[config.mk]
export PLATFORM = sky130hd
export DESIGN_NAME = wto_queue
export DESIGN_NICKNAME = d
export VERILOG_FILES = /design/src/rtl/wto_pkg.sv /design/src/rtl/wto_queue.sv
export SDC_FILE = /design/constraint.sdc
export NUM_CORES = 1
export LEC_CHECK = 0
export ABC_AREA = 1
export BUFFER_PORTS_ARGS = -buffer_cell sky130_fd_sc_hd__clkbuf_2
export CORE_MARGIN = 2
export CORE_UTILIZATION = 45
export DETAILED_ROUTE_END_ITERATION = 10
export PLACE_DENSITY = 0.7
export SYNTH_ARGS = -nofsm -noshare
export SYNTH_HDL_FRONTEND = slang
export SYNTH_SLANG_ARGS = --single-unit
[constraint.sdc]
create_clock -name clk -period 4.04 [get_ports clk]
set_input_delay 0.808 -clock clk [delete_from_list [all_inputs] [get_ports clk]]
set_output_delay 0.808 -clock clk [all_outputs]
set_load 0.02 [all_outputs]
[src/rtl/wto_pkg.sv]
package wto_pkg;

  localparam int FRAC_BITS   = 16;
  localparam int SAMPLE_BITS = 16;
  localparam int GAIN_BITS   = 16;

  localparam int ADDR_W  = 12;
  localparam int VALUE_W = 16;
  localparam int GAIN_W  = 17;
  localparam int INC_W   = 28;
  localparam int LEN_W   = 13;

  localparam int CMD_W      = 2;
  localparam int IN_DATA_W  = 48;
  localparam int OUT_DATA_W = 16;
  localparam int CFG_IDX_W  = 2;
  localparam int CFG_DATA_W = 28;

  localparam int MIN_LEN = 2;

  localparam int QUEUE_DEPTH = 2;
  localparam int Q_PTR_W     = 1;
  localparam int Q_CNT_W     = 2;

  localparam int OUT_DEPTH = 4;
  localparam int OUT_PTR_W = 2;
  localparam int OUT_CNT_W = 3;

  localparam logic [GAIN_W-1:0]    GAIN_ONE  = 17'h10000;
  localparam logic [LEN_W-1:0]     LEN_RESET = 13'd4096;

  localparam logic [CFG_IDX_W-1:0] REG_PHASE_INC = 2'd0;
  localparam logic [CFG_IDX_W-1:0] REG_TABLE_LEN = 2'd1;

  typedef enum logic [CMD_W-1:0] {
    CMD_TICK        = 2'd0,
    CMD_WRITE       = 2'd1,
    CMD_RESET_PHASE = 2'd2
  } cmd_t;

  typedef struct packed {
    cmd_t                op;
    logic [ADDR_W-1:0]   addr;
    logic [VALUE_W-1:0]  value;
    logic [GAIN_W-1:0]   gain;
  } entry_t;

  typedef struct packed {
    logic not_empty;
    logic full;
  } q_status_t;

  typedef enum logic {
    SEQ_IDLE,
    SEQ_READ_B
  } seq_state_t;

endpackage

[src/rtl/wto_queue.sv]
module wto_queue (
  input  logic               clk,
  input  logic               rst_n,
  input  logic               push,
  input  wto_pkg::entry_t    push_entry,
  input  logic               pop,
  output wto_pkg::q_status_t q_stat,
  output wto_pkg::entry_t    head
);

  localparam int DEPTH = wto_pkg::QUEUE_DEPTH;
  localparam int PW    = wto_pkg::Q_PTR_W;
  localparam int CW    = wto_pkg::Q_CNT_W;

  wto_pkg::entry_t slot_r [DEPTH];
  logic [PW-1:0]   wptr_r, wptr_nxt;
  logic [PW-1:0]   rptr_r, rptr_nxt;
  logic [CW-1:0]   count_r, count_nxt;

  assign q_stat.not_empty = (count_r != '0);
  assign q_stat.full      = (count_r == CW'(DEPTH));
  assign head             = slot_r[rptr_r];

  always_comb begin
    wptr_nxt  = wptr_r;
    rptr_nxt  = rptr_r;
    count_nxt = count_r;
    if (push) begin
      wptr_nxt = (wptr_r == PW'(DEPTH - 1)) ? '0 : wptr_r + PW'(1);
    end
    if (pop) begin
      rptr_nxt = (rptr_r == PW'(DEPTH - 1)) ? '0 : rptr_r + PW'(1);
    end
    if (push && !pop) begin
      count_nxt = count_r + CW'(1);
    end else if (pop && !push) begin
      count_nxt = count_r - CW'(1);
    end
  end

  always_ff @(posedge clk) begin
    if (!rst_n) begin
      wptr_r  <= '0;
      rptr_r  <= '0;
      count_r <= '0;
    end else begin
      wptr_r  <= wptr_nxt;
      rptr_r  <= rptr_nxt;
      count_r <= count_nxt;
    end
  end

  always_ff @(posedge clk) begin
    if (push) begin
      slot_r[wptr_r] <= push_entry;
    end
  end

endmodule

[After elaboration in Yosys (flattened, before gate mapping)]
Memory sizes are Yosys's and may differ from the RTL's. A register that Yosys moved wholly into a read port is not among the register bits.
Cells that the tools add are included.
Word-level totals
  ROM bits: 0
  register bits after elaboration: 4
  memories kept: 1
  RAM bits: 94
  bits in latches: 0
  output and inout bits: 49
  word-level logic and storage cells: 23
  input bits: 51
Cells by class
  $lt $le $gt $ge: 0
  multiplexer cells: 8
  $add $sub $neg: 4
  eq/ne operators: 1
  shift-type cells: 0
  multipliers: 0
  bitwise logic cells: 0
  reductions and logical operators: 6
  div/mod/pow operators: 0
Memories
  slot_r: words 2, width 47, read ports 1, clocked after memory_dff 1, wr ports 1, RTL line wto_queue.sv:15  | wto_pkg::entry_t slot_r [DEPTH];
Operator list (count)
  $mux 1: 6
  $mux 2: 2
  $reduce_bool 2->1: 2
  $add 1x1->1 const B: 2
  $add 2x1->2 const B: 1
  $eq 2x2->1 const B: 1
  $logic_and 1x1->1: 2
  $logic_not 1->1: 2
  $sub 2x1->2 const B: 1

[Depth between registers and ports, before layout]
Gate-level depths: netlist (run 1).
  depth after elaboration: 4
  depth in mapped cells: 8
  depth with buffers taken out: 8

[Worst setup path before layout (run 1)]
Ideal clock, no wire load.
  path kind: input port to flip-flop
  from: in push
  to: mem slot_r[0][0] (netlist name), enable pin
  path buffers: 0
  data arrival time: 2.823 ns
  required time: 3.587 ns
  library setup time: 0.453 ns
  slack: 0.764 ns
  cell stages on the path: 2
  cells stage by stage: inv_1 nor2_1
Between the ends
  cells in the longest elaborated chain, start to end: 2
RTL lines
  start, declared: RTL line wto_queue.sv:4  | input logic push,
  $mux 1: RTL line wto_queue.sv:54  | if (push) begin
  $mux 1 (implied by the code): RTL line wto_queue.sv:55  | slot_r[wptr_r] <= push_entry;
  end, declared: RTL line wto_queue.sv:15
Every way passes these cells.

==> results.cfg, run 1 <==
[run_status]
status = complete, no violations

[worst_setup_path]
arrival_ps = 1960
required_ps = 3230
cp-start-kind = flop
crit_type = flop to output pin
crit_path_end_kind = output pin
path_max_fanout = 25

[layout]
area_growth_pct = 20.8
antenna_cells = 0
num-nets-final = 340
drive_above_1_share_pct = 56.5

[cts]
post_cts_buffers = 0
holdBufCountCts = 0
root_buffer = clkbuf_8
post_cts_resized = 0
cts_max_level = 3
cts.sinks = 99
cts.reportedPaths.clkPinSlew_ps = 80
cts_buffer_depth = 2
cts_made_buffers = 9
cts_tree = done
clk_latency_ps = 340

[synthesis]
synthDistinctLibCells = 14
synthCells = 181
syn_avg_cell_area_sq_um = 20.7
yosysSeqAreaShare_pct = 78.1
syn_nets = 233
synth_warnings = 0
synth_async_sr_flop_share_pct = 0
synth_top_area_share_pct = 75.4
synth-seq-cells = 99
ys_top_cells_by_area = edfxtp_1 (75%), mux2_4 (12%), mux2_2 (5.1%)
synth.most_common_cell = edfxtp_1
synthFlopType = edfxtp_1
yosysTopAreaCell = edfxtp_1
ys_top_cells_by_count = edfxtp_1 (94), mux2_4 (30), mux2_2 (17)
netlist_area_sq_um = 3740
synth_edf_count = 94

[placement]
io_buffer_count = 99
gp_congestion = 0.664
hpwl_microns = 3770

[detailed_routing]
drt-pass1-iter-count = 4
post-route-drc-count = 0
via_per_inst = 4.70
wl_per_cell_microns = 13.9
ant_nets = 0
num_vias = 1864
initialDrtViolationCount = 64
drt-total-wl_microns = 5510

[sta]
slew_viol_final = 0
fmax_mhz = 361
min_period_ps = 2770
worst_pin_slew_ps = 996
final_hold_viol_count = 0
clock-skew-final_ps = 10.9
relSlewSlack_pct = 33.5
finalCritPeriodShare_pct = 68.5
finalSetupTns_ps = 0
setup_violations = 0
grt_setup_unrepaired = no

[floorplan]
fp.dieH_microns = 95.2
start_util_pct = 46.0
core_area_sq_um = 8130
pin_count = 100
die_x_microns = 95.2
rows = 33
dieArea_sq_um = 9060

[power_and_ir_drop]
powerDensity_nw_per_um2 = 441
peakVddDrop_uv = 215
power.total_w = 0.00199
leakage_nw = 1.81

[run]
drv_cap = 0

[global_route]
grt.total_usage_pct = 12.9
grt_pass1_vias = 1891
grt_pass1_wl_microns = 8670
overflow = 0
grt_max_degree = 48
grt_antenna_before_repair = 0

[min_path]
worst_hold_path_type = flop to flop
area by class of cell:
| cell class | instances | area, sq um |
|---|---|---|
| Fill cell | 658 | 3610 |
| Timing Repair Buffer | 101 | 523 |
| Sequential cell | 99 | 2920 |
| Clock inverter | 6 | 41.3 |
| Inverter | 8 | 30.0 |
| Tap cell | 105 | 131 |
| Multi-Input combinational cell | 69 | 747 |
| Clock buffer | 9 | 124 |
worst paths after layout:
path	startpoint	end	slack [ps]	depth (start not counted)
setup / recovery	flop	head[46]	1270	3
hold / removal	rptr_r$_SDFFE_PN0P_	rptr_r$_SDFFE_PN0P_	510	2
hold reg to reg	rptr_r$_SDFFE_PN0P_	rptr_r$_SDFFE_PN0P_	510	2
setup reg to reg	wptr_r$_SDFFE_PN0P_	slot_r[1][32]$_DFFE_PP_	2420	2
flip-flops by register name (all words and copies together), names as in the netlist, named ones only:
| signal | flops |
|---|---|
| count_r | 2 |
| rptr_r | 1 |
| slot_r | 94 |
| wptr_r | 1 |
cells in the final DEF, fill, tap and decap left out:
cell type and n:
a21oi_1 1, buf_12 1, buf_4 1, clkbuf_2 99, clkbuf_8 9, clkinv_1 1
clkinv_2 1, clkinvlp_4 2, dfxtp_1 4, dfxtp_2 1, edfxtp_1 94, ha_1 1
inv_1 7, inv_2 1, inv_6 2, mux2_2 17, mux2_4 30, nand2_1 9
nand3_1 1, nand4_1 1, nor2_1 7, nor2_4 1, o21ai_0 1
power by group:
group,internal (W),switching (W),total (W)
clock,0.000222,0.000313,0.000534
combinational,0.000113,0.000138,0.000251
sequential,0.00118,0.0000224,0.00121
total,0.00152,0.000473,0.00199
critical path, cell delays in order (launching register included):
cell	delay [ps]
dfxtp_2	810
buf_12	290
mux2_2	370
clkbuf_2	160
metrics by stage:
stage	area (sq um)	hold WS, ps	util [%]	cells	setup slack [ps]
floorplan	3740	463	-	181	764
global placement	4360	477	53.5	382	1620
detailed placement	4360	500	53.5	382	1590
CTS	4520	520	55.6	397	1200
global route	4520	571	55.6	397	1120
finish	4520	511	55.6	397	1270
cell families after synthesis:
logic type                 after synthesis  share of synthesized area, %
buffers and inverters                   13                          2.14
adders and majority gates                1                         0.334
muxes                                   47                          17.2
and+or+nand+nor                         19                          2.01
DFF                                     99                          78.1
AOI/OAI and AO/OA                        2                         0.267
metal layers:
metal | vias up | part of all wire [%] | global-route usage, %
met5 | - | 0 | 0
met4 | 0 | 1.1 | 4.23
met3 | 6 | 6.5 | 4.27
met2 | 57 | 52 | 22.7
met1 | 903 | 41 | 14.7
li1 | 898 | - | -
(Power assumes the default switching activity.)
==> run 2, diff against run 1 <==
- PLACE_DENSITY: 0.7 -> 0.73
- clock period: 4.04 -> 2.5 ns (I/O delays scaled with it)
==> results.cfg, run 2 (synthesis results as in run 1) <==
[run_status]
status = complete, no violations

[cts]
cts_max_level = 3
cts_tree = done
cts_made_buffers = 9
cts_buffer_depth = 2
cts.reportedPaths.clkPinSlew_ps = 90
cts.sinks = 99
post_cts_resized = 0
post_cts_buffers = 0
clk_latency_ps = 350
root_buffer = clkbuf_8
holdBufCountCts = 0

[global_route]
gr-usage-met2_pct = 21.9
gr-usage-met1_pct = 15.1
grt_pass1_wl_microns = 8650
overflow = 0
grt_pass1_vias = 1863
grt-busiest-layer = met2
grt_antenna_before_repair = 0
use_met3_pct = 3.79
grt.total_usage_pct = 13.0
grt_max_degree = 48

[layout]
nFillCells = 653
final_cell_mix = clkbuf_2 (99), edfxtp_1 (94), mux2_4 (30)
final_common_cell = clkbuf_2
num-nets-final = 343
antenna_cells = 0
regMostFlops = slot_r
final_util_pct = 56.3
reg_top3 = slot_r: 94 flops, count_r: 2 flops
finalNonFillerCells = 401
area_growth_pct = 22.3
drive_above_1_share_pct = 57.4
largest_reg_flops = 94

[worst_setup_path]
arrival_ps = 1570
cp-start-kind = flop
path_max_fanout = 47
required_ps = 2000
crit_path_end_kind = output pin
crit_type = flop to output pin

[floorplan]
pin_count = 100
die_x_microns = 95.2
core_area_sq_um = 8130
dieArea_sq_um = 9060
fp.dieH_microns = 95.2
rows = 33
start_util_pct = 46.0

[detailed_routing]
drt-pass1-iter-count = 6
post-route-drc-count = 0
via_per_inst = 4.74
drt-total-wl_microns = 5850
ant_nets = 0
initialDrtViolationCount = 41
wl_per_cell_microns = 14.6
num_vias = 1902

[power_and_ir_drop]
leakage_nw = 1.85
powerDensity_nw_per_um2 = 735
peakVddDrop_uv = 366

[sta]
hold_slack_ps = 334
fmax_mhz = 484
relSlewSlack_pct = 74.0
finalCritPeriodShare_pct = 82.7
slew_viol_final = 0
clock-skew-final_ps = 7.13
min_period_ps = 2070
finalSetupTns_ps = 0
grt_setup_unrepaired = no
final_hold_viol_count = 0
worst_pin_slew_ps = 390
setup_violations = 0

[placement]
gp_congestion = 0.644
io_buffer_count = 99
hpwl_microns = 3840
placed_cells = 385

[min_path]
worst_hold_path_type = input port to flop

[run]
drv_cap = 0
[run 2: final cells by class]
| cell class | count | area (sq um) | area share [%] |
|---|---|---|---|
| timing repair buffer | 104 | 546 | 11.9 |
| tap | 105 | 131 | 2.87 |
| multi-input combinational | 69 | 747 | 16.3 |
| clock inverter | 7 | 76.3 | 1.67 |
| clock buffer | 9 | 124 | 2.71 |
| inverter | 8 | 30.0 | 0.656 |
| sequential | 99 | 2920 | 63.9 |
[run 2: report_power, final]
part | internal [W] | leakage (nW) | switching (W) | total (W)
registers | 0.00191 | 0.924 | 0.0000236 | 0.00194
clock network | 0.000467 | 0.0958 | 0.000536 | 0.00100
logic | 0.000186 | 0.826 | 0.000240 | 0.000426
total | 0.00257 | 1.85 | 0.000800 | 0.00337
[run 2: metrics by stage]
step	power, W	worst slack (ps)	area [sq um]
floorplan	0.00226	341	3740
global placement	0.00240	799	4380
detailed placement	0.00241	790	4380
CTS	0.00340	391	4580
global route	0.00350	372	4580
finish	0.00337	433	4580
[run 2: routing by layer]
layer | wire length [microns] | vias up
met5 | 0 | -
met4 | 70 | 0
met3 | 409 | 8
met2 | 3000 | 66
met1 | 2370 | 923
li1 | - | 905
[run 2: critical path, cell delays in order (launching register included)]
cell and delay (ps):
dfxtp_2 350, buf_12 290, mux2_2 390, clkbuf_2 160
[run 2: path summary, 6_finish.rpt]
path	from	end	slack (ps)	depth (start not counted)
min reg2reg	rptr_r$_SDFFE_PN0P_	rptr_r$_SDFFE_PN0P_	510	2
min	push_entry[34]	slot_r[1][34]$_DFFE_PP_	330	1
max	flop	head[31]	430	3
max reg2reg	wptr_r$_SDFFE_PN0P_	slot_r[1][13]$_DFFE_PP_	1290	3
==> run 3, diff against run 2 <==
- clock period: 2.5 -> 1.73 ns (I/O delays scaled with it)
==> results.cfg, run 3 (synthesis results as in run 1) <==
[run_status]
status = complete, but fails checks
violations = negative setup slack

[power_and_ir_drop]
power.total_w = 0.00505
powerDensity_nw_per_um2 = 1070
leakage_nw = 1.91
peakVddDrop_uv = 518

[layout]
reg_top3 = slot_r: 94 flops, count_r: 2 flops
final_cell_area_sq_um = 4740
antenna_cells = 0
final_cell_mix = edfxtp_1 (94), clkbuf_2 (69), mux2_4 (31)
num-nets-final = 344
regMostFlops = slot_r
drive_above_1_share_pct = 57.2
finalNonFillerCells = 402
area_growth_pct = 26.7
final_common_cell = edfxtp_1
largest_reg_flops = 94

[placement]
io_buffer_count = 99
dpl_cell_area_sq_um = 4420
hpwl_microns = 4110
gp_congestion = 0.672
placed_cells = 386

[cts]
cts_tree = done
clk_latency_ps = 350
cts_made_buffers = 9
cts.sinks = 99
cts_buffer_depth = 2
cts_max_level = 3
post_cts_buffers = 0
root_buffer = clkbuf_8
cts.reportedPaths.clkPinSlew_ps = 100

[global_route]
grt_antenna_before_repair = 0
grt_max_degree = 34
grt_pass1_vias = 1862
grt.total_usage_pct = 13.8
grt_pass1_wl_microns = 9000
overflow = 0

[worst_setup_path]
crit_type = flop to output pin
required_ps = 1380
reg2reg_depth = 3
crit_path_end_kind = output pin
reg2reg_slack_ps = 590
cp-start-kind = flop
path_max_fanout = 24
arrival_ps = 1440

[detailed_routing]
initialDrtViolationCount = 84
drt-pass1-iter-count = 5
wl_per_cell_microns = 15.1
ant_nets = 0
via_per_inst = 4.70
num_vias = 1889
post-route-drc-count = 0
drt-total-wl_microns = 6050

[min_path]
worst_hold_path_type = input port to flop
whs_path_depth = 1

[floorplan]
start_util_pct = 46.0
fp.dieH_microns = 95.2
pin_count = 100
rows = 33
die_x_microns = 95.2
core_area_sq_um = 8130
dieArea_sq_um = 9060

[sta]
final.setup.worst_slack_ps = -56.7
final_hold_viol_count = 0
slew_viol_final = 0
relSlewSlack_pct = 83.8
clock-skew-final_ps = 10.5
worst_pin_slew_ps = 243
min_period_ps = 1790
finalCritPeriodShare_pct = 103
setup_violations = 38
fmax_mhz = 560
grt_setup_unrepaired = yes

[run]
drv_cap = 0
[run 3: cell count changes in the layout (fill, tap and decap cells not counted), moves of 2 or more]
cell / before / now
clkbuf_2: 99 / 69
buf_6: 0 / 15
buf_12: 1 / 4
buf_2: 0 / 14
clkinvlp_4: 2 / 0
[run 3: path summary, 6_finish.rpt]
path	end	from
hold reg to reg	rptr_r$_SDFFE_PN0P_	rptr_r$_SDFFE_PN0P_
hold / removal	slot_r[1][14]$_DFFE_PP_	push_entry[14]
setup / recovery	head[38]	flop
setup reg to reg	slot_r[1][37]$_DFFE_PP_	wptr_r$_SDFFE_PN0P_
[run 3: metal layers]
layer	vias up	GRT usage, %	routed length (microns)
li1	907	-	-
met1	917	16.2	2420
met2	59	23.5	3220
met5	-	0	0
met3	6	3.87	346
met4	0	6.52	59
[run 3: per-stage QoR]
step	hold slack [ps]	utilization [%]	setup TNS [ps]	setup slack, ps
2_1_floorplan	445	-	-2430	-51.7
3_3_place_gp	478	54.4	0	293
3_5_place_dp	494	54.4	0	286
4_1_cts	155	57.1	-2760	-98.7
5_1_grt	150	58.3	-3940	-120
6_report	177	58.3	-1190	-56.7
[run 3: critical path: stages, from the launching register on]
cell	delay, ps
dfxtp_4	380
buf_12	200
mux2_2	360
buf_2	160
[run 3: final cells by class]
type | count | area (sq um)
clock buffers | 9 | 124
clock inverters | 7 | 91.3
fillers | 625 | 3390
inverters | 8 | 30.0
multi-input cells | 69 | 751
flip-flops and latches | 99 | 2930
well taps | 105 | 131
repair buffers | 105 | 687
[run 3: report_power, final]
| group | total, W | internal, W | switching [W] |
|---|---|---|---|
| Sequential | 0.00280 | 0.00276 | 0.0000351 |
| Clock | 0.00157 | 0.000813 | 0.000760 |
| Combinational | 0.000682 | 0.000323 | 0.000359 |
[run 3: repair_timing]
item,CTS,global route
setup endpoints to repair,47,47
resized for setup,1,62
hold buffers,0,0
