[src/rtl/wto_pkg.sv]
package wto_pkg;

  localparam int FRAC_BITS   = 16;
  localparam int SAMPLE_BITS = 16;
  localparam int GAIN_BITS   = 16;

  localparam int ADDR_W  = 12;
  localparam int VALUE_W = 16;
  localparam int GAIN_W  = 17;
  localparam int INC_W   = 28;
  localparam int LEN_W   = 13;

  localparam int CMD_W      = 2;
  localparam int IN_DATA_W  = 48;
  localparam int OUT_DATA_W = 16;
  localparam int CFG_IDX_W  = 2;
  localparam int CFG_DATA_W = 28;

  localparam int MIN_LEN = 2;

  localparam int QUEUE_DEPTH = 2;
  localparam int Q_PTR_W     = 1;
  localparam int Q_CNT_W     = 2;

  localparam int OUT_DEPTH = 4;
  localparam int OUT_PTR_W = 2;
  localparam int OUT_CNT_W = 3;

  localparam logic [GAIN_W-1:0]    GAIN_ONE  = 17'h10000;
  localparam logic [LEN_W-1:0]     LEN_RESET = 13'd4096;

  localparam logic [CFG_IDX_W-1:0] REG_PHASE_INC = 2'd0;
  localparam logic [CFG_IDX_W-1:0] REG_TABLE_LEN = 2'd1;

  typedef enum logic [CMD_W-1:0] {
    CMD_TICK        = 2'd0,
    CMD_WRITE       = 2'd1,
    CMD_RESET_PHASE = 2'd2
  } cmd_t;

  typedef struct packed {
    cmd_t                op;
    logic [ADDR_W-1:0]   addr;
    logic [VALUE_W-1:0]  value;
    logic [GAIN_W-1:0]   gain;
  } entry_t;

  typedef struct packed {
    logic not_empty;
    logic full;
  } q_status_t;

  typedef enum logic {
    SEQ_IDLE,
    SEQ_READ_B
  } seq_state_t;

endpackage

[src/rtl/wto_front.sv]
module wto_front #(
  parameter int TABLE_DEPTH = 4096
) (
  input  logic                             clk,
  input  logic                             rst_n,
  input  logic                             in_tvalid,
  output logic                             in_tready,
  input  logic [wto_pkg::IN_DATA_W-1:0]    in_tdata,
  input  logic [wto_pkg::CMD_W-1:0]        in_tuser,
  input  wto_pkg::q_status_t               q_stat,
  output logic                             push,
  output wto_pkg::entry_t                  push_entry
);

  localparam int AW_IN = wto_pkg::ADDR_W;
  localparam int VW    = wto_pkg::VALUE_W;
  localparam int GW    = wto_pkg::GAIN_W;

  logic                 hold_v_r, hold_v_nxt;
  wto_pkg::entry_t      hold_r, hold_nxt;
  logic                 keep_c;
  logic [AW_IN-1:0]     addr_c;
  logic [VW-1:0]        value_c;
  logic [GW-1:0]        gain_c;
  wto_pkg::cmd_t        cmd_c;

  assign addr_c  = in_tdata[AW_IN-1:0];
  assign value_c = in_tdata[AW_IN +: VW];
  assign gain_c  = in_tdata[AW_IN+VW +: GW];
  assign cmd_c   = wto_pkg::cmd_t'(in_tuser);

  assign in_tready  = !hold_v_r || !q_stat.full;
  assign push       = hold_v_r && !q_stat.full;
  assign push_entry = hold_r;

  // unused codes and writes past the table are dropped here
  always_comb begin
    keep_c = 1'b0;
    case (cmd_c)
      wto_pkg::CMD_TICK:        keep_c = 1'b1;
      wto_pkg::CMD_WRITE:       keep_c = (32'(addr_c) < 32'(TABLE_DEPTH));
      wto_pkg::CMD_RESET_PHASE: keep_c = 1'b1;
      default:                  keep_c = 1'b0;
    endcase

    hold_nxt       = hold_r;
    hold_nxt.op    = cmd_c;
    hold_nxt.addr  = addr_c;
    hold_nxt.value = value_c;
    hold_nxt.gain  = (gain_c > wto_pkg::GAIN_ONE) ? wto_pkg::GAIN_ONE : gain_c;

    hold_v_nxt = hold_v_r;
    if (in_tready) begin
      hold_v_nxt = in_tvalid && keep_c;
    end
  end

  always_ff @(posedge clk) begin
    if (!rst_n) begin
      hold_v_r <= 1'b0;
    end else begin
      hold_v_r <= hold_v_nxt;
    end
  end

  always_ff @(posedge clk) begin
    if (in_tvalid && in_tready) begin
      hold_r <= hold_nxt;
    end
  end

endmodule

[config.mk]
export PLATFORM = sky130hd
export DESIGN_NAME = wto_front
export DESIGN_NICKNAME = d
export VERILOG_FILES = /design/src/rtl/wto_pkg.sv /design/src/rtl/wto_front.sv
export SDC_FILE = /design/constraint.sdc
export NUM_CORES = 1
export LEC_CHECK = 0
export BUFFER_PORTS_ARGS = -buffer_cell sky130_fd_sc_hd__buf_2
export CAP_MARGIN = 20
export CORE_MARGIN = 1
export CORE_UTILIZATION = 42
export CTS_CLUSTER_SIZE = 20
export DETAILED_ROUTE_END_ITERATION = 16
export GPL_TIMING_DRIVEN = 0
export PLACE_DENSITY = 0.75
export SLEW_MARGIN = 10
export SYNTH_ARGS = -nofsm -noshare
export SYNTH_HDL_FRONTEND = slang
export SYNTH_SLANG_ARGS = --single-unit
[constraint.sdc]
create_clock -name clk -period 2.9 [get_ports clk]
set_clock_uncertainty 0.15 [all_clocks]
set_input_delay 0.435 -clock clk [delete_from_list [all_inputs] [get_ports clk]]
set_output_delay 0.435 -clock clk [all_outputs]
set_load 0.02 [all_outputs]
After elaboration in Yosys (flattened, before gate mapping)
Index checks and enable logic that the tools add are counted.
Cells by class
  order comparisons: 1
  equal/unequal tests: 2
  reduce and logical (&&, ||, !) cells: 8
  muxes and demuxes: 1
Operator list (count)
  $gt A17 B17 Y1 const B: 1
  $logic_and A1 B1 Y1: 3
  $reduce_or A3 Y1: 1
  $eq A2 B1 Y1 const B: 1
  $eq A2 B2 Y1 const B: 1
  $logic_not A1 Y1: 2
  $logic_not A2 Y1: 1
  $logic_or A1 B1 Y1: 1
  $mux W1: 1
Storage, ports and cells
  register bits after elaboration: 48
  bits of input ports: 55
  logic and storage cells: 17

Logic depth before layout (Yosys ltp)
Gate-level depths: netlist (run 1).
  word-level depth: 4
  mapped depth: 3

Worst setup path before layout (run 1)
Ideal clock, no wire load.
  path kind: in2reg
  from: in q_stat[0] (netlist bit)
  to: reg hold_r (netlist bit push_entry[0]) (enable)
  stages on the path: 2
  setup time: 0.409 ns
  required time: 2.341 ns
  path slack: 0.540 ns
  arrival time: 1.801 ns
  cells stage by stage: nand2_1 -> and2_1
Between the ends
  cells in the longest elaborated chain, start to end: 3
Ends and longest elaborated chain
  from (decl): line wto_front.sv:10  | input wto_pkg::q_status_t q_stat,
  $logic_not A1 Y1: line wto_front.sv:32  | assign in_tready = !hold_v_r || !q_stat.full;
  $logic_or A1 B1 Y1: line wto_front.sv:32
  $logic_and A1 B1 Y1: line wto_front.sv:67  | if (in_tvalid && in_tready) begin
  to (signal assigned): line wto_front.sv:68  | hold_r <= hold_nxt;
  to (decl): line wto_front.sv:20  | wto_pkg::entry_t hold_r, hold_nxt;
No other way between the ends.
A chain may end at the register's enable or synchronous reset.

Worst setup path in the final report (run 1)
  from: reg hold_v_r
  to: reg hold_r (netlist bit push_entry[18]) (enable)
Between the ends
  cells in the longest elaborated chain, start to end: 3
Ends and longest elaborated chain
  from (decl): line wto_front.sv:19  | logic hold_v_r, hold_v_nxt;
  from (signal assigned): line wto_front.sv:62  | hold_v_r <= hold_v_nxt;
  $logic_not A1 Y1: line wto_front.sv:32
  $logic_or A1 B1 Y1: line wto_front.sv:32
  $logic_and A1 B1 Y1: line wto_front.sv:67
No other way between the ends.

==> impl_results.md, run 1 <==
- Maximum ir drop on the vdd rail: ~0.32 mV
- Hold bufs inserted after CTS: 0
- Proportion of netlist area held by the largest area contributor: 84.6%
- Final Cycle Share: 55.1%
- Detailed-route via count: 1046
- Switching component of the power: 0.326 mW
- Arrival time of data at the critical path endpoint: approximately 1.5 ns
- DIE AREA: approximately 4200 um2
- Wire length per cell after detailed routing: 12.5 um
- Final hold viol count: 0
- HPWL Detailed: 2270 um
- Maxcap violations: 0
- Total negative setup slack: 0 ns
- Post-route core utilization: 63.1%
- Type of destination of the critical path: register
- CP Launch Type: register
- Wire length of the first global-routing pass: approximately 4500 um
- Site row count: 22
- P per Cell Area: about 620 nW/um2
- Number of antenna violations at the first check in global routing: 1
- Start-to-end type of the worst setup path: register to register
- Comb pwr share: between 10% and 20%
- Number of buffers between clock root and the deepest sink: 2
- Synth unique cells: 12
- Post-layout minimum cycle time: 1.60 ns
- Number of nets produced by synthesis: 132
- Register-to-register setup slack: 1.30 ns
- Upper clock frequency limit: 625 MHz
- GRT Resource Usage Total: between 10% and 20%
- CTS tree: yes
- Inserted Diodes: 0
- Pre-CTS worst setup slack: 1.03 ns
- Most numerous cell types in the synthesized netlist: sky130_fd_sc_hd__edfxtp_1 (47), sky130_fd_sc_hd__nor2b_1 (16), sky130_fd_sc_hd__nand2_1 (3)
- Maximum fanout encountered on the critical timing path: 25
- Number of enable-type register cells in the synthesized netlist: 47
- Worst Setup Slack, final: approximately 1.3 ns
- Syn avg cell area: approximately 22 um2
- Number of DRC markers in iteration 0: 35
- Max_slew headroom: 64.2%
- Post-synth top area cell: sky130_fd_sc_hd__edfxtp_1
- Total Nets Final: 239
- GRT Residual Overflow: 0
- Multi-input logic area: 230 um2
- Status: completed
- Initial core utilization: 44.6%
- Clock latency on the worst-skew pair: just under 0.3 ns
- Count of final max-slew check failures: 0
- Clock Sinks: 48
- Hold Path Stages: 1
- Cell area after synthesis: ~1700 um2
- Largest net degree at the start of global routing: 26
- Average vias per placed instance: 4.49
- H-tree depth: 2
- Primary FF master, synth: sky130_fd_sc_hd__edfxtp_1
- Storage element area: 1430 um2
- Seq pwr share: between 50 and 60%
- Min-Delay Startpoint: in_tdata[2]
- Core footprint: 3740 um2
- Post-CTS resize count: 0
- Fraction of power consumed by the clock network: around a third
- Remaining number of nets flagged by the antenna check after routing: 0
- Largest cells by area after synthesis: sky130_fd_sc_hd__edfxtp_1 (85%), sky130_fd_sc_hd__nor2b_1 (6.0%), sky130_fd_sc_hd__nor4_4 (2.6%)
- Mapped Cells: just under 80
- Cell with the most instances after synthesis: sky130_fd_sc_hd__edfxtp_1
- Setup repair after global routing missed its margin: false
- Synthesis-to-layout area growth: 41.7%
- Startpoint of the worst register-to-register path: hold_v_r
- Class of the most critical hold timing path: input port to register
- Switching part of the total: between 20% and 30%
- Sequential share of the synthesized area: a little under nine tenths
- Drt first pass iters: 2
- Internal Dissipation: 1.13 mW
- Syn. warnings: 0
- Clock edge transition at the registers on the reported setup and hold paths: 0.08 ns
- Total routed wirelength: 2920 um
- End of the worst register-to-register path: push_entry[18]
- R2R depth: 3
- Horizontal extent of the die: between 60 and 70 um
- Weighted congestion at the end of routability-driven global placement: between 0.7 and 0.8
- Synthesis-stage register bit count: 48
- Cts bufs inserted: 5
- Port-buffer cells: 99
- Die Span Y: 65.0 um
- Layout cell share with drive strength beyond 1: 62.2%
- Required time of the critical path: 2.75 ns
- Final setup fails: 0
- Number of setup buffers added after CTS: 0
- Worst hold path endpoint: push_entry[35]
- Number of global-route vias before repair: 1043
- Count of pins on the block boundary: 104
- Clock tree root buffer cell: sky130_fd_sc_hd__clkbuf_8
- Slew at the pin with the worst max-slew slack: 0.538 ns
- Number of remaining DRC errors: 0
- Async set-reset flop share out of synthesis: 0%
- Leakage power of the design: 0.996 nW
- Filler Cell Count: 310
## worst max-delay path, stage by stage (launching register included)
cell and delay [ns]:
sky130_fd_sc_hd__dfxtp_1 0.32, sky130_fd_sc_hd__nand2_1 0.08, sky130_fd_sc_hd__and2_2 0.50, sky130_fd_sc_hd__buf_16 0.24
## worst max-delay path by stage
stage / cells past startpoint / endpoint / slack [ns] / startpoint
2_1_floorplan: 2 / push_entry[0] / 0.54 / q_stat[0]
3_3_place_gp: 3 / push_entry[31] / 0.31 / q_stat[0]
3_5_place_dp: 4 / push_entry[7] / 1.03 / q_stat[0]
4_1_cts: 3 / push_entry[18] / 1.27 / hold_v_r
5_1_grt: 3 / push_entry[18] / 1.22 / hold_v_r
6_report: 3 / push_entry[18] / 1.30 / hold_v_r
## routing by layer
layer | part of all wire (%) | GRT usage (%) | up-vias
met4 | 2.4 | 8.70 | 0
li1 | - | - | 503
met3 | 13 | 7.22 | 7
met2 | 47 | 23.6 | 66
met5 | 0 | 0 | -
met1 | 37 | 16.3 | 470
## state kept, by name, indices dropped and copies added, names as in the netlist
name / flops
hold_v_r: 1
push_entry: 47
## power groups by stage
stage / sequential (mW) / clock (mW) / combinational [mW]
6_report: 0.821 / 0.464 / 0.173
5_1_grt: 0.825 / 0.503 / 0.187
4_1_cts: 0.821 / 0.474 / 0.177
3_5_place_dp: 0.837 / 0 / 0.176
3_3_place_gp: 0.837 / 0 / 0.165
2_1_floorplan: 0.894 / 0 / 0.0301
## final cells by class
cell class	count	share of cell area, %
Timing Repair Buffer	100	22.1
Clock inverter	3	1.80
Clock buffer	5	2.91
Tap cell	48	2.54
Inverter	1	0.159
Sequential cell	48	60.6
Multi-Input combinational cell	27	9.74
Buffer	1	0.159
## per-stage QoR
step	cells	instance area, um2	power (mW)	hold slack (ns)
6_report	233	2360	1.46	0.164
2_1_floorplan	77	1670	0.924	0.384
4_1_cts	233	2360	1.47	0.155
3_3_place_gp	224	2220	1.00	0.329
5_1_grt	233	2360	1.52	0.150
3_5_place_dp	225	2250	1.01	0.371
## placed cells by master (no fill, tap or decap)
cell / instances
sky130_fd_sc_hd__nor2b_1: 16
sky130_fd_sc_hd__buf_16: 1
sky130_fd_sc_hd__inv_1: 1
sky130_fd_sc_hd__edfxtp_1: 47
sky130_fd_sc_hd__clkbuf_1: 1
sky130_fd_sc_hd__nor2b_2: 1
sky130_fd_sc_hd__buf_2: 99
sky130_fd_sc_hd__clkbuf_8: 5
sky130_fd_sc_hd__bufinv_16: 1
sky130_fd_sc_hd__and2_2: 1
sky130_fd_sc_hd__a21boi_0: 1
sky130_fd_sc_hd__nor4_2: 2
sky130_fd_sc_hd__clkinv_2: 1
sky130_fd_sc_hd__a41oi_4: 1
sky130_fd_sc_hd__clkinvlp_4: 1
sky130_fd_sc_hd__nand2_1: 3
sky130_fd_sc_hd__nor4_4: 2
sky130_fd_sc_hd__dfxtp_1: 1
## logic make-up (layout without fill, tap and decap cells)
family / after synthesis / after routing / share of synthesized area (%)
buffers and inverters: 2 / 110 / 0.450
AOI/OAI and AO/OA: 2 / 2 / 2.10
and+or+nand+nor: 25 / 25 / 11.6
DFF: 48 / 48 / 85.8
Note: power is estimated with default switching activity, not from simulation.
==> run 2, diff against run 1 <==
clock period = 1.5 ns   (was 2.9 ns; I/O delays follow)
==> impl_results.md, run 2 (same netlist as run 1, synthesis figures left out) <==
- Total negative setup slack: 0 ns
- Final hold viol count: 0
- Slew at the pin with the worst max-slew slack: 0.355 ns
- Type of destination of the critical path: output port
- Post-layout minimum cycle time: 1.30 ns
- Worst hold path endpoint: hold_v_r
- DIE AREA: 4230 um2
- Die Span Y: 65.0 um
- Cts bufs inserted: 5
- GRT Resource Usage Total: 17.7%
- HPWL Detailed: 2220 um
- Core footprint: 3740 um2
- Count of pins on the block boundary: 104
- Final Cycle Share: 86.3%
- Start-to-end type of the worst setup path: register to output port
- R2R depth: 2
- Register-to-register setup slack: 0.22 ns
- Largest net degree at the start of global routing: 48
- Commonest cells after routing, fill and taps aside: sky130_fd_sc_hd__buf_2 (99), sky130_fd_sc_hd__edfxtp_1 (47), sky130_fd_sc_hd__dlygate4sd3_1 (30)
- Number of non-filler instances in the completed layout: 263
- Max_slew headroom: 76.3%
- Min-Delay Startpoint: rst_n
- Total routed wirelength: 3530 um
- Final setup fails: 0
- CP Launch Type: register
- CTS tree: yes
- Drt first pass iters: 5
- Number of antenna violations at the first check in global routing: 0
- Number of remaining DRC errors: 0
- Count of final max-slew check failures: 0
- H-tree depth: 2
- Average vias per placed instance: 4.45
- Number of flip-flops in the largest register: 47
- Class of the most critical hold timing path: input port to register
- Post-route core utilization: 69.9%
- Maxcap violations: 0
- Detailed-route via count: 1171
- Setup repair after global routing missed its margin: false
- Remaining number of nets flagged by the antenna check after routing: 0
- Status: completed
- Placed cells: 224
- Clock tree root buffer cell: sky130_fd_sc_hd__clkbuf_8
- Synthesis-to-layout area growth: 56.8%
- End of the worst register-to-register path: push_entry[38]
- Leakage power of the design: 1.10 nW
- Most frequent standard cell in the layout excluding fill and tap cells: sky130_fd_sc_hd__buf_2
- Clock edge transition at the registers on the reported setup and hold paths: 0.08 ns
- Number of setup buffers added after CTS: 0
- Clock Sinks: 48
- Maximum fanout encountered on the critical timing path: 2
- Site row count: 22
- GRT Residual Overflow: 0
- Initial core utilization: 44.6%
- Layout cell share with drive strength beyond 1: 52.1%
- Number of global-route vias before repair: 1204
- Number of buffers between clock root and the deepest sink: 2
- Wire length of the first global-routing pass: around 5300 um
- Weighted congestion at the end of routability-driven global placement: 0.687
- Arrival time of data at the critical path endpoint: 0.92 ns
- Wire length per cell after detailed routing: 13.4 um
- Clock latency on the worst-skew pair: 0.29 ns
- Maximum ir drop on the vdd rail: approximately 0.64 mV
- Hold Path Stages: 2
- Number of DRC markers in iteration 0: 56
- Required time of the critical path: 1.12 ns
- Upper clock frequency limit: 772 MHz
- Horizontal extent of the die: 65.0 um
- Total Nets Final: 269
- Inserted Diodes: 0
- P per Cell Area: 1030 nW/um2
- Startpoint of the worst register-to-register path: hold_v_r
- Port-buffer cells: 99
-- run 2: where the power goes --
part	total (mW)	leakage, nW	internal [mW]	switching (mW)
clock	0.703	0.0399	0.325	0.378
sequential	1.59	0.469	1.57	0.0194
combinational	0.394	0.591	0.173	0.221
-- run 2: layout make-up --
| class | count | area, um2 |
|---|---|---|
| repair buffers | 129 | 796 |
| fillers | 282 | 1130 |
| multi-input cells | 28 | 240 |
| clock inverters | 1 | 3.75 |
| clock buffers | 7 | 76.3 |
| well taps | 48 | 60.1 |
| plain buffers | 1 | 3.75 |
| inverters | 1 | 3.75 |
| flip-flops and latches | 48 | 1430 |
-- run 2: worst max-delay path by stage --
stage,from,endpoint,slack (ns),cells past startpoint
2_1_floorplan,hold_v_r,push_entry[0],0.03,2
3_3_place_gp,q_stat[0],push_entry[41],0.04,3
3_5_place_dp,q_stat[0],push_entry[40],-0.02,3
4_1_cts,hold_v_r,push_entry[44],0.02,2
5_1_grt,hold_v_r,push_entry[38],0.15,2
6_report,hold_v_r,push,0.20,2
-- run 2: per-stage QoR --
step | total power, mW | instance area (um2) | worst slack (ns) | hold WS (ns)
floorplan | 1.78 | 1670 | 0.0317 | 0.174
global placement | 1.94 | 2230 | 0.0372 | 0.252
detailed placement | 1.95 | 2230 | -0.0154 | 0.254
CTS | 2.70 | 2610 | 0.0177 | 0.0285
global route | 2.78 | 2620 | 0.149 | 0.0195
finish | 2.68 | 2620 | 0.205 | 0.0323
-- run 2: per-layer routing --
metal  wire length (um)  global-route usage, %  vias up
met2               1980                   33.6       59
li1                   -                      -      566
met4                 93                   9.24        0
met1               1240                   16.3      537
met3                221                   5.99        9
met5                  0                      0        -
-- run 2: critical path, stage by stage, from the launching register on --
cell	delay, ns
sky130_fd_sc_hd__dfxtp_1	0.33
sky130_fd_sc_hd__nor2b_1	0.13
sky130_fd_sc_hd__buf_2	0.17
-- run 2: timing repair --
action | 4_1_cts | 5_1_grt
hold buffers | 30 | 0
endpoints found under the setup margin | 0 | 47
endpoints found under the hold margin | 30 | 0
resized for setup | 0 | 1
